## src/assert_macros.svh

```systemverilog
// Assertion macros shared by the timer core RTL.
// No dependencies; included by files that carry concurrent assertions.
`ifndef ASSERT_MACROS_SVH
`define ASSERT_MACROS_SVH

`ifndef ASSERT_OFF

// Property that must hold on every clock edge outside reset.
`define ASSERT_ALWAYS(label, clk, rst_n, prop, msg) \
    label: assert property (@(posedge clk) disable iff (!rst_n) (prop)) else $error(msg);

// Implication that must hold on every clock edge outside reset.
`define ASSERT_NEXT(label, clk, rst_n, ante, cons, msg) \
    label: assert property (@(posedge clk) disable iff (!rst_n) (ante) |=> (cons)) \
        else $error(msg);

`else

`define ASSERT_ALWAYS(label, clk, rst_n, prop, msg)
`define ASSERT_NEXT(label, clk, rst_n, ante, cons, msg)

`endif

`endif

```

## src/dit_pkg.sv

```systemverilog
// Shared types and constants for the dual interval timer core.
// No dependencies; imported by the front, queue, back and top modules.
package dit_pkg;

    // Command codes carried by an input item.
    localparam logic [1:0] CMD_TICK  = 2'd0;
    localparam logic [1:0] CMD_WRITE = 2'd1;
    localparam logic [1:0] CMD_READ  = 2'd2;

    // Register addresses on the bus side.
    localparam logic [3:0] ADDR_TA_LO = 4'h4;
    localparam logic [3:0] ADDR_TA_HI = 4'h5;
    localparam logic [3:0] ADDR_TB_LO = 4'h6;
    localparam logic [3:0] ADDR_TB_HI = 4'h7;
    localparam logic [3:0] ADDR_ICR   = 4'hD;
    localparam logic [3:0] ADDR_CRA   = 4'hE;
    localparam logic [3:0] ADDR_CRB   = 4'hF;

    // Control register bits.
    localparam logic [7:0] CTL_ENABLE   = 8'h01;
    localparam logic [7:0] CTL_ONESHOT  = 8'h08;
    localparam logic [7:0] CTL_STROBE   = 8'h10;
    localparam logic [7:0] CTL_A_CNT    = 8'h20;
    localparam logic [7:0] CTL_B_FROM_A = 8'h40;

    // Interrupt register bits.
    localparam logic [7:0] FLAG_IRQ  = 8'h80;
    localparam logic [4:0] MASK_BITS = 5'h1F;

    // Operation class decided by the front end.
    typedef enum logic [1:0] {
        OP_NOP,
        OP_TICK,
        OP_WRITE,
        OP_READ
    } op_t;

    // Decoded register target.
    typedef enum logic [2:0] {
        SEL_NONE,
        SEL_TA_LO,
        SEL_TA_HI,
        SEL_TB_LO,
        SEL_TB_HI,
        SEL_ICR,
        SEL_CRA,
        SEL_CRB
    } reg_sel_t;

    // One classified item as it travels through the queue.
    typedef struct packed {
        op_t        op;
        logic [6:0] cycles;
        reg_sel_t   sel;
        logic [7:0] data;
    } item_t;

    // Queue status seen by the front and back ends.
    typedef struct packed {
        logic valid;
        logic full;
    } q_status_t;

endpackage

```

## src/dit_front.sv

```systemverilog
// Front end: input handshake and classification of items into queue entries.
// Depends on dit_pkg.
module dit_front
    import dit_pkg::*;
(
    input  logic       in_valid,
    output logic       in_ready,
    input  logic [1:0] command,
    input  logic [6:0] tick_cycles,
    input  logic [3:0] reg_addr,
    input  logic [7:0] write_data,
    input  q_status_t  q_status,
    output logic       push,
    output item_t      push_item
);

    op_t      op;
    reg_sel_t sel;

    // Accept whenever the queue has room.
    assign in_ready = !q_status.full;
    assign push     = in_valid && in_ready;

    // Classify the command.
    always_comb
    begin
        case (command)
            CMD_TICK:  op = OP_TICK;
            CMD_WRITE: op = OP_WRITE;
            CMD_READ:  op = OP_READ;
            default:   op = OP_NOP;
        endcase
    end

    // Decode the register address; unmapped registers are ignored later.
    always_comb
    begin
        case (reg_addr)
            ADDR_TA_LO: sel = SEL_TA_LO;
            ADDR_TA_HI: sel = SEL_TA_HI;
            ADDR_TB_LO: sel = SEL_TB_LO;
            ADDR_TB_HI: sel = SEL_TB_HI;
            ADDR_ICR:   sel = SEL_ICR;
            ADDR_CRA:   sel = SEL_CRA;
            ADDR_CRB:   sel = SEL_CRB;
            default:    sel = SEL_NONE;
        endcase
    end

    assign push_item.op     = op;
    assign push_item.cycles = tick_cycles;
    assign push_item.sel    = sel;
    assign push_item.data   = write_data;

endmodule

```

## src/dit_queue.sv

```systemverilog
// Short FIFO of classified items between the front and back ends.
// Depends on dit_pkg.
module dit_queue
    import dit_pkg::*;
#(
    parameter int DEPTH = 2
)
(
    input  logic                       clk,
    input  logic                       rst_n,
    input  logic                       push,
    input  item_t                      push_item,
    input  logic                       pop,
    output item_t                      pop_item,
    output q_status_t                  q_status,
    output logic [$clog2(DEPTH+1)-1:0] count
);

    localparam int PW = (DEPTH > 1) ? $clog2(DEPTH) : 1;
    localparam int CW = $clog2(DEPTH + 1);

    item_t          entry_reg [DEPTH];
    logic [PW-1:0]  wr_ptr_reg;
    logic [PW-1:0]  rd_ptr_reg;
    logic [CW-1:0]  count_reg;

    function automatic logic [PW-1:0] next_ptr(input logic [PW-1:0] ptr);
        if (ptr == PW'(DEPTH - 1))
            return '0;
        else
            return ptr + 1'b1;
    endfunction

    // Entry storage, written only on a push.
    always_ff @(posedge clk)
    begin
        if (push)
            entry_reg[wr_ptr_reg] <= push_item;
    end

    // Pointers and fill count.
    always_ff @(posedge clk or negedge rst_n)
    begin
        if (!rst_n)
        begin
            wr_ptr_reg <= '0;
            rd_ptr_reg <= '0;
            count_reg  <= '0;
        end
        else
        begin
            if (push)
                wr_ptr_reg <= next_ptr(wr_ptr_reg);
            if (pop)
                rd_ptr_reg <= next_ptr(rd_ptr_reg);
            if (push && !pop)
                count_reg <= count_reg + 1'b1;
            else if (pop && !push)
                count_reg <= count_reg - 1'b1;
        end
    end

    assign pop_item       = entry_reg[rd_ptr_reg];
    assign q_status.valid = (count_reg != '0);
    assign q_status.full  = (count_reg == CW'(DEPTH));
    assign count          = count_reg;

endmodule

```

## src/dit_back.sv

```systemverilog
// Back end: timer and interrupt state, item execution and the result register.
// Depends on dit_pkg.
module dit_back
    import dit_pkg::*;
(
    input  logic       clk,
    input  logic       rst_n,
    input  q_status_t  q_status,
    input  item_t      pop_item,
    output logic       pop,
    output logic       out_valid,
    input  logic       out_ready,
    output logic [7:0] read_data,
    output logic       irq
);

    typedef struct packed {
        logic [15:0] count;
        logic [7:0]  ctl;
        logic        uflow;
    } timer_res_t;

    logic [15:0] latch_a_reg, latch_a_next;
    logic [15:0] latch_b_reg, latch_b_next;
    logic [15:0] count_a_reg, count_a_next;
    logic [15:0] count_b_reg, count_b_next;
    logic [7:0]  control_a_reg, control_a_next;
    logic [7:0]  control_b_reg, control_b_next;
    logic [4:0]  irq_mask_reg, irq_mask_next;
    logic [7:0]  irq_flags_reg, irq_flags_next;
    logic        out_valid_reg;
    logic [7:0]  read_data_reg, read_data_next;
    logic        irq_reg;
    timer_res_t  res_a;
    timer_res_t  res_b;

    // One timer step: strobe load, or count down with reload on underflow.
    function automatic timer_res_t run_timer(
        input logic [15:0] count,
        input logic [15:0] latch,
        input logic [7:0]  ctl,
        input logic [7:0]  gate,
        input logic [6:0]  cycles
    );
        timer_res_t  r;
        logic [16:0] diff;
        r.count = count;
        r.ctl   = ctl;
        r.uflow = 1'b0;
        diff    = {1'b0, count} - {10'b0, cycles};
        if ((ctl & CTL_STROBE) != 8'h00)
        begin
            r.count = latch;
        end
        else if ((ctl & (CTL_ENABLE | gate)) == CTL_ENABLE)
        begin
            if (count <= {9'b0, cycles})
            begin
                r.uflow = 1'b1;
                r.count = diff[15:0] + latch;
                if ((ctl & CTL_ONESHOT) != 8'h00)
                    r.ctl = r.ctl & ~CTL_ENABLE;
            end
            else
            begin
                r.count = diff[15:0];
            end
        end
        r.ctl = r.ctl & ~CTL_STROBE;
        return r;
    endfunction

    // Take the next item whenever the result register is free or being emptied.
    assign pop = q_status.valid && (!out_valid_reg || out_ready);

    assign res_a = run_timer(count_a_reg, latch_a_reg, control_a_reg, CTL_A_CNT,
                             pop_item.cycles);
    assign res_b = run_timer(count_b_reg, latch_b_reg, control_b_reg, CTL_B_FROM_A,
                             pop_item.cycles);

    // Execute the item at the head of the queue.
    always_comb
    begin
        latch_a_next   = latch_a_reg;
        latch_b_next   = latch_b_reg;
        count_a_next   = count_a_reg;
        count_b_next   = count_b_reg;
        control_a_next = control_a_reg;
        control_b_next = control_b_reg;
        irq_mask_next  = irq_mask_reg;
        irq_flags_next = irq_flags_reg;
        read_data_next = 8'h00;
        case (pop_item.op)
            OP_TICK:
            begin
                count_a_next   = res_a.count;
                control_a_next = res_a.ctl;
                count_b_next   = res_b.count;
                control_b_next = res_b.ctl;
                irq_flags_next = irq_flags_reg | {6'b0, res_b.uflow, res_a.uflow};
                if ((res_a.uflow && irq_mask_reg[0]) || (res_b.uflow && irq_mask_reg[1]))
                    irq_flags_next = irq_flags_next | FLAG_IRQ;
            end
            OP_WRITE:
            begin
                case (pop_item.sel)
                    SEL_TA_LO: latch_a_next[7:0]  = pop_item.data;
                    SEL_TA_HI: latch_a_next[15:8] = pop_item.data;
                    SEL_TB_LO: latch_b_next[7:0]  = pop_item.data;
                    SEL_TB_HI: latch_b_next[15:8] = pop_item.data;
                    SEL_ICR:
                    begin
                        if ((pop_item.data & FLAG_IRQ) != 8'h00)
                            irq_mask_next = irq_mask_reg | (pop_item.data[4:0] & MASK_BITS);
                        else
                            irq_mask_next = irq_mask_reg & ~(pop_item.data[4:0] & MASK_BITS);
                    end
                    SEL_CRA:   control_a_next = pop_item.data;
                    SEL_CRB:   control_b_next = pop_item.data;
                    default:   ;
                endcase
            end
            OP_READ:
            begin
                case (pop_item.sel)
                    SEL_TA_LO: read_data_next = count_a_reg[7:0];
                    SEL_TA_HI: read_data_next = count_a_reg[15:8];
                    SEL_TB_LO: read_data_next = count_b_reg[7:0];
                    SEL_TB_HI: read_data_next = count_b_reg[15:8];
                    SEL_ICR:
                    begin
                        read_data_next = irq_flags_reg;
                        irq_flags_next = 8'h00;
                    end
                    SEL_CRA:   read_data_next = control_a_reg;
                    SEL_CRB:   read_data_next = control_b_reg;
                    default:   read_data_next = 8'h00;
                endcase
            end
            default: ;
        endcase
    end

    // Architectural state, updated only when an item is executed.
    always_ff @(posedge clk or negedge rst_n)
    begin
        if (!rst_n)
        begin
            latch_a_reg   <= '0;
            latch_b_reg   <= '0;
            count_a_reg   <= '0;
            count_b_reg   <= '0;
            control_a_reg <= '0;
            control_b_reg <= '0;
            irq_mask_reg  <= '0;
            irq_flags_reg <= '0;
        end
        else if (pop)
        begin
            latch_a_reg   <= latch_a_next;
            latch_b_reg   <= latch_b_next;
            count_a_reg   <= count_a_next;
            count_b_reg   <= count_b_next;
            control_a_reg <= control_a_next;
            control_b_reg <= control_b_next;
            irq_mask_reg  <= irq_mask_next;
            irq_flags_reg <= irq_flags_next;
        end
    end

    // Result register valid flag.
    always_ff @(posedge clk or negedge rst_n)
    begin
        if (!rst_n)
            out_valid_reg <= 1'b0;
        else if (pop)
            out_valid_reg <= 1'b1;
        else if (out_ready)
            out_valid_reg <= 1'b0;
    end

    // Result payload.
    always_ff @(posedge clk)
    begin
        if (pop)
        begin
            read_data_reg <= read_data_next;
            irq_reg       <= irq_flags_next[7];
        end
    end

    assign out_valid = out_valid_reg;
    assign read_data = read_data_reg;
    assign irq       = irq_reg;

endmodule

```

## src/dual_interval_timer_irq_core.sv

```systemverilog
// Dual 16-bit interval timer core with interrupt flags and mask.
// An accepted item is written into a queue entry, then popped and executed by the back end into the result register.
// Throughput: one item per cycle while out_ready keeps the result register free; a held result stalls the back end.
// The queue of QUEUE_DEPTH entries lets input and output stall independently.
// Reset (rst_n, asynchronous) clears timers, latches, control, mask, flags and the queue.
// Depends on dit_pkg, dit_front, dit_queue, dit_back and assert_macros.svh.
`include "assert_macros.svh"

module dual_interval_timer_irq_core
    import dit_pkg::*;
#(
    parameter int QUEUE_DEPTH = 2
)
(
    input  logic       clk,
    input  logic       rst_n,
    input  logic       in_valid,
    output logic       in_ready,
    input  logic [1:0] command,
    input  logic [6:0] tick_cycles,
    input  logic [3:0] reg_addr,
    input  logic [7:0] write_data,
    output logic       out_valid,
    input  logic       out_ready,
    output logic [7:0] read_data,
    output logic       irq
);

    localparam int CW = $clog2(QUEUE_DEPTH + 1);

    q_status_t     q_status;
    logic          push;
    logic          pop;
    item_t         push_item;
    item_t         pop_item;
    logic [CW-1:0] q_count;

    // Front end: handshake and classification.
    dit_front u_front (
        .in_valid    (in_valid),
        .in_ready    (in_ready),
        .command     (command),
        .tick_cycles (tick_cycles),
        .reg_addr    (reg_addr),
        .write_data  (write_data),
        .q_status    (q_status),
        .push        (push),
        .push_item   (push_item)
    );

    // Decoupling queue.
    dit_queue #(
        .DEPTH (QUEUE_DEPTH)
    ) u_queue (
        .clk       (clk),
        .rst_n     (rst_n),
        .push      (push),
        .push_item (push_item),
        .pop       (pop),
        .pop_item  (pop_item),
        .q_status  (q_status),
        .count     (q_count)
    );

    // Back end: execution and result register.
    dit_back u_back (
        .clk       (clk),
        .rst_n     (rst_n),
        .q_status  (q_status),
        .pop_item  (pop_item),
        .pop       (pop),
        .out_valid (out_valid),
        .out_ready (out_ready),
        .read_data (read_data),
        .irq       (irq)
    );

    // The queue never holds more items than it has entries.
    `ASSERT_ALWAYS(a_q_bound, clk, rst_n, q_count <= CW'(QUEUE_DEPTH), "queue overfilled")

    // A push without a pop grows the fill count by exactly one.
    `ASSERT_NEXT(a_q_grow, clk, rst_n, push && !pop, q_count == $past(q_count) + 1'b1, "count slip")

    // An executed item always leaves a result waiting in the next cycle.
    `ASSERT_NEXT(a_pop_result, clk, rst_n, pop, out_valid, "executed item produced no result")

endmodule
```

## config.mk

```make
export PLATFORM = sky130hd
export DESIGN_NAME = dual_interval_timer_irq_core
export DESIGN_NICKNAME = d
export VERILOG_FILES = /design/src/dit_pkg.sv /design/src/dit_front.sv /design/src/dit_queue.sv /design/src/dit_back.sv /design/src/dual_interval_timer_irq_core.sv
export VERILOG_INCLUDE_DIRS = /design/src /design/src/src
export SDC_FILE = /design/constraint.sdc
export NUM_CORES = 1
export LEC_CHECK = 0
export BUFFER_PORTS_ARGS = -buffer_cell sky130_fd_sc_hd__buf_2
export CORE_MARGIN = 2
export CORE_UTILIZATION = 40
export CTS_CLUSTER_DIAMETER = 120
export DETAILED_ROUTE_END_ITERATION = 10
export PLACE_DENSITY_LB_ADDON = 0.3
export SLEW_MARGIN = 20
export SYNTH_ARGS = -nofsm -noshare
export SYNTH_HDL_FRONTEND = slang
export SYNTH_SLANG_ARGS = --single-unit
```

## constraint.sdc

```tcl
create_clock -name clk -period 12.05 [get_ports clk]
set_input_delay 1.205 -clock clk [delete_from_list [all_inputs] [get_ports clk]]
set_output_delay 1.205 -clock clk [all_outputs]
set_load 0.05 [all_outputs]
```

Word level (Yosys, flattened, before mapping)
Memory sizes are Yosys's and may differ from the RTL's.
Index checks and enable logic that the tools add are counted.
{"block": "totals", "reg_bits": 107, "ram_bits": 40, "input_bits": 25, "out_inout_bits": 11, "wordCells": 139, "mem_count": 1}
{"block": "classes", "add_sub_neg": 8, "order_cmp": 2, "eq_ne": 33, "mux": 31, "bitwise_logic": 5, "n_reduce_logical": 36}
{"memory": "u_queue.entry_reg", "words": 2, "word_bits": 20, "read_ports": 1, "rd_ports_with_merged_regs": 0, "wr": 1, "line_no": "dit_queue.sv:22", "rtl": "item_t entry_reg [DEPTH];"}
{"cell": "$mux W16", "n": 4}
{"cell": "$pmux W8 S7", "n": 1}
{"cell": "$mux W25", "n": 2}
{"cell": "$pmux W8 S2", "n": 3}
{"cell": "$add A16 B16 Y16", "n": 2}
{"cell": "$le A16 B7 Y1", "n": 2}
{"cell": "$mux W8", "n": 4}
{"cell": "$sub A16 B7 Y16", "n": 2}
{"cell": "$reduce_and A3 Y1", "n": 10}
{"cell": "$mux W9", "n": 3}
{"cell": "$pmux W3 S7", "n": 1}
{"cell": "$ne A2 B1 Y1 const B", "n": 9}
{"cell": "$eq A4 B3 Y1 const B", "n": 4}
{"cell": "$reduce_and A7 Y1", "n": 2}
{"cell": "$reduce_bool A2 Y1", "n": 7}
{"cell": "$eq A3 B3 Y1 const B", "n": 4}
{"cell": "$eq A4 B4 Y1 const B", "n": 3}
{"cell": "$reduce_and A6 Y1", "n": 2}
{"cell": "$mux W5", "n": 2}
{"cell": "$eq A2 B1 Y1 const B", "n": 4}
{"cell": "$eq A2 B2 Y1 const B", "n": 4}
{"cell": "$mux W4", "n": 2}
{"cell": "$or A8 B2 Y8", "n": 1}
{"cell": "$reduce_and A4 Y1", "n": 2}
{"cell": "other kinds (17)", "n": 35}

Longest topological paths before layout
An unclocked memory read counts as a cell.
{"block": "depth", "word_depth": 10, "ltp_mapped": 21, "depth_no_buf": 18}

Hierarchy
From an unflattened synthesis, not the netlist that was laid out.
{"block": "unflattened", "cells_unflattened": 890, "hier_area_um2": 9006.1}
{"mod": "dit_back", "instances": 1, "cells_per_inst": 781, "area_per_inst_um2": 7074.3, "seq_area_each_um2": 2422.3}
{"mod": "dit_queue", "instances": 1, "cells_per_inst": 78, "area_per_inst_um2": 1709.1, "seq_area_each_um2": 1301.2}
{"mod": "dit_front", "instances": 1, "cells_per_inst": 31, "area_per_inst_um2": 222.7, "seq_area_each_um2": 0.0}

Least setup slack after synthesis
No wires, ideal clock.
{"block": "synth_path", "path_kind": "reg2reg", "from": "register u_queue.rd_ptr_reg", "to": "register u_back.count_a_reg[15]", "setup_ns": 0.086, "arrival_ns": 5.118, "required_time_ns": 11.964, "path_slack_ns": 6.846, "path_stages_with_launch": 20, "path_buffers": 3, "synth_period_minus_slack_ns": 5.204, "path_cell_list": "dfrtp_1 > clkbuf_1 > buf_1 > clkbuf_1 > mux2i_1 > ha_1 > nor2b_1 > o211ai_1 > a31oi_1 > a211o_1 > nor4_1 > xor2_1 > ha_1 > or2_2 > o311a_1 > or3_1 > o31ai_1 > mux2i_1 > o21ai_0 > nor3_1"}
{"block": "synth_via", "elab_chain_len": 6, "word_cells_on_any_way": 9, "classes_between": "add/sub (2); order compare (1); eq/ne (1); mux (3); reduce/logical (1); memory (1)"}
{"element": "from (decl)", "line_no": "dit_queue.sv:24", "rtl": "logic [PW-1:0] rd_ptr_reg;"}
{"element": "from (signal assigned)", "line_no": "dit_queue.sv:55", "rtl": "rd_ptr_reg <= next_ptr(rd_ptr_reg);"}
{"element": "$mem_v2 Z2 W20 *"}
{"element": "$sub A16 B7 Y16", "line_no": "dit_back.sv:50", "rtl": "diff = {1'b0, count} - {10'b0, cycles};"}
{"element": "$add A16 B16 Y16", "line_no": "dit_back.sv:60", "rtl": "r.count = diff[15:0] + latch;"}
{"element": "$mux W16", "line_no": "dit_back.sv:57", "rtl": "if (count <= {9'b0, cycles})"}
{"element": "$mux W25", "line_no": "dit_back.sv:55", "rtl": "else if ((ctl & (CTL_ENABLE | gate)) == CTL_ENABLE)"}
{"element": "$mux W16", "line_no": "dit_back.sv:51", "rtl": "if ((ctl & CTL_STROBE) != 8'h00)"}
{"element": "to (signal assigned)", "line_no": "dit_back.sv:162", "rtl": "count_a_reg <= count_a_next;"}
{"element": "to (decl)", "line_no": "dit_back.sv:25", "rtl": "logic [15:0] count_a_reg, count_a_next;"}
Mark *: on every way between the ends. The rest lies on a longest branch, timed or not. The select of a mux whose other input is x is not followed.
A chain may end at the register's enable or synchronous reset.

Final worst setup path
Ends and elaborated chain as after synthesis.

==> flow_metrics.tcl <==
set metrics [dict create \
    status "finished clean" \
    place_area_sq_um 9250 \
    nets 1033 \
    multi_input_area_sq_um 4780 \
    ys.flop_type "dfrtp_1" \
    grt_util_all_layers_pct 21.1 \
    synth_compound_gate_area_share_pct 20.7 \
    synth_top_family_by_area "compound AO/OA/AOI/OAI gates" \
    worst_pin_slew_ns 1.03 \
    diodes 0 \
    antenna_found_initial 0 \
    die_area_sq_um 23100 \
    wl_met3_mm 1.32 \
    synth_simple_gate_area_share_pct 15.8 \
    syn_area_sq_um 8780 \
    drtAntennaViolNets 0 \
    final_hold_viol_count 0 \
    rsz0062_at_grt "false" \
    path_clk_slew_ns 0.07 \
    drt_iter0_markers 685 \
    fin_crit_sh_pct 40.2 \
    cts-root-buf "clkbuf_16" \
    grt_pass1_wl_mm 38.3 \
    std_cell_rows 54 \
    syn_area_per_cell_sq_um 9.53 \
    grt_max_degree 59 \
    syn-num-nets 1004 \
    grt_pass1_vias 6939 \
    cts_setup_buffers 0 \
    slew_viol_final 0 \
    dr.pass1.iters 5 \
    cts_tree "yes" \
    largest_register_ffs 40 \
    clk_latency_ns 0.43 \
    cp.arrival_ns 5.18 \
    gr-total-overflow 0 \
    avgViaCountPerCell 5.76 \
    fillerInstances 2063 \
    vias 7162 \
    ctsResizeCount 0 \
    die_y_um 152 \
    ys_seq_area_share_pct 42.4 \
    cts_buffers 17 \
    cts_hold_buf 0 \
    cts_sinks 139 \
    syn_to_final_growth_pct 11.7 \
    relSlewSlack_pct 30.1 \
    synth-seq-cells 139 \
    wirelength_mm 24.2 \
    core_sq_um 21700 \
    wl_per_cell_um 19.4 \
    crit_type "reg -> reg" \
    synth-adder-area-share_pct 8.61 \
    yosys_warnings 0 \
    hold_class "reg -> reg" \
    synthArstFlopShare_pct 64.7 \
    final.setup_skew_ns 0.0182 \
    cp_data_required_time_ns 12.39 \
    r2r_cells 18 \
    start_util_pct 40.5 \
    finalSetupTns_ns 0 \
    cts-htree-levels 4 \
    drc 0 \
    cp-start-kind "flop" \
    m1WireLength_mm 10.9 \
    clockBufferDepth 2 \
    holdPathStages 2 \
    routabilityCongestion 0.899 \
    finalCriticalPeriod_ns 4.85 \
    synthCells 921 \
    die_x_um 152 \
    synth_xor_area_share_pct 4.59 \
    route.met2.wl_mm 11.3 \
    pin_count 36 \
    synth.distinct_cells 73 \
    top_layer "met4" \
    stdcell_area_sq_um 9810 \
    worstSetupEndpointType "flop" \
    io_buffers 35 \
    muxShareOfSynthArea_pct 4.52 \
    drv_cap 0 \
    cp_max_fo 22 \
    drive_gt1_share_pct 11.3 \
    synth_edf_count 49 \
    fmax_ghz 0.206 \
    setup_viol 0 \
    seq_area_sq_um 3720 \
    place_hpwl_mm 17.2 \
]
Yosys cell counts (5+ instances only):
cell type   n  area (sq um)
a221oi_1    8          70.1
or3_1       7          43.8
nor3_1     19          95.1
xnor2_1    27           236
nor2b_1    17           106
ha_1       54           676
a31oi_1     7          43.8
mux2_2     13           146
inv_1      29           109
a21o_1     13          97.6
dfrtp_1    90          2250
o211ai_1    5          37.5
o21a_1     15           113
and2_1      6          37.5
nor2_1     96           360
o21ai_0    49           245
a211o_1     6          52.6
o31a_1      5          43.8
a21oi_1    98           490
nand3_1    18          90.1
xor2_1     19           166
and3_1     14          87.6
a222oi_1   10           100
a22oi_1    10          75.1
nand3b_1    7          52.6
nand2_1    74           278
edfxtp_1   49          1470
a211oi_1   10          75.1
clkbuf_1   29           109
nand2b_1    9          56.3
mux2i_1    25           250
kinds of logic (layout without fill, tap and decap cells):
| logic type | count (synthesis) | in the layout |
|---|---|---|
| and+or+nand+nor | 290 | 290 |
| AOI/OAI and AO/OA | 280 | 280 |
| DFF | 139 | 139 |
| adders and majority gates | 58 | 58 |
| xor gates and xnor gates | 46 | 46 |
| muxes | 38 | 38 |
| buffers and inverters | 70 | 112 |
through the flow:
stage	cells	hold slack (ns)	setup WS, ns	util (%)
after floorplan	921	0.450	6.85	-
after global placement	1211	0.466	7.32	42.6
after detailed placement	1211	0.481	7.26	42.6
after CTS	1243	0.494	7.21	45.2
after global routing	1243	0.508	6.76	45.2
final	1243	0.489	7.20	45.2
worst max-delay path: stages (launching register included):
cell and delay (ns):
dfrtp_1 0.52, buf_4 0.38, mux2i_1 0.41, ha_1 0.36, o21a_1 0.21, nor2_1 0.08, a31oi_1 0.07, a211o_1 0.37
nor2_1 0.13, xor2_1 0.25, ha_1 0.32, o21ai_0 0.16, nor2_1 0.06, o311a_1 0.30, or3_1 0.31, o31ai_1 0.36
mux2i_1 0.22, o21ai_0 0.10, nor3_1 0.16
metal layers:
metal  vias up  GRT usage, %
li1       3443             -
met1      3414          29.0
met2       256          33.6
met3        49          3.67
met4         0          7.79
met5         -             0
worst paths after layout:
kind | start | end | slack (ns)
max in group asynchronous | rst_n | u_queue.wr_ptr_reg | 10.18
min | u_back.control_a_reg[2] | u_back.control_a_reg[2] | 0.49
max reg2reg | u_queue.rd_ptr_reg | u_back.count_a_reg[15] | 7.20
min in group asynchronous | rst_n | u_back.latch_b_reg[14] | 0.73
max | u_queue.rd_ptr_reg | u_back.count_a_reg[15] | 7.20
min reg2reg | u_back.control_a_reg[2] | u_back.control_a_reg[2] | 0.49
layout make-up:
cell class	count	area share, %
clock buffer	20	4.45
clock inverter	12	1.17
inverter	30	1.15
multi-input combinational	712	48.7
sequential	139	38.0
tap	280	3.57
timing repair buffer	50	2.96
layout by cell type, fill, tap and decap left out, drive strengths merged, types with 8 or more instances in the layout:
| cell type | instances |
|---|---|
| a222oi | 10 |
| nor2b | 17 |
| mux2 | 13 |
| a21o | 13 |
| nand2 | 76 |
| buf | 50 |
| a22oi | 10 |
| o21ai | 53 |
| o21a | 15 |
| nor3 | 19 |
| xnor2 | 27 |
| nor2 | 97 |
| clkbuf | 20 |
| a21oi | 99 |
| a221oi | 8 |
| edfxtp | 49 |
| ha | 54 |
| mux2i | 25 |
| inv | 34 |
| xor2 | 19 |
| a211oi | 10 |
| and2 | 8 |
| and3 | 14 |
| dfrtp | 90 |
| nand3 | 19 |
| nand2b | 9 |
Power is left out: the tool's default activity adds up to more than one toggle a clock period on the data nets, which glitch-free logic cannot reach.
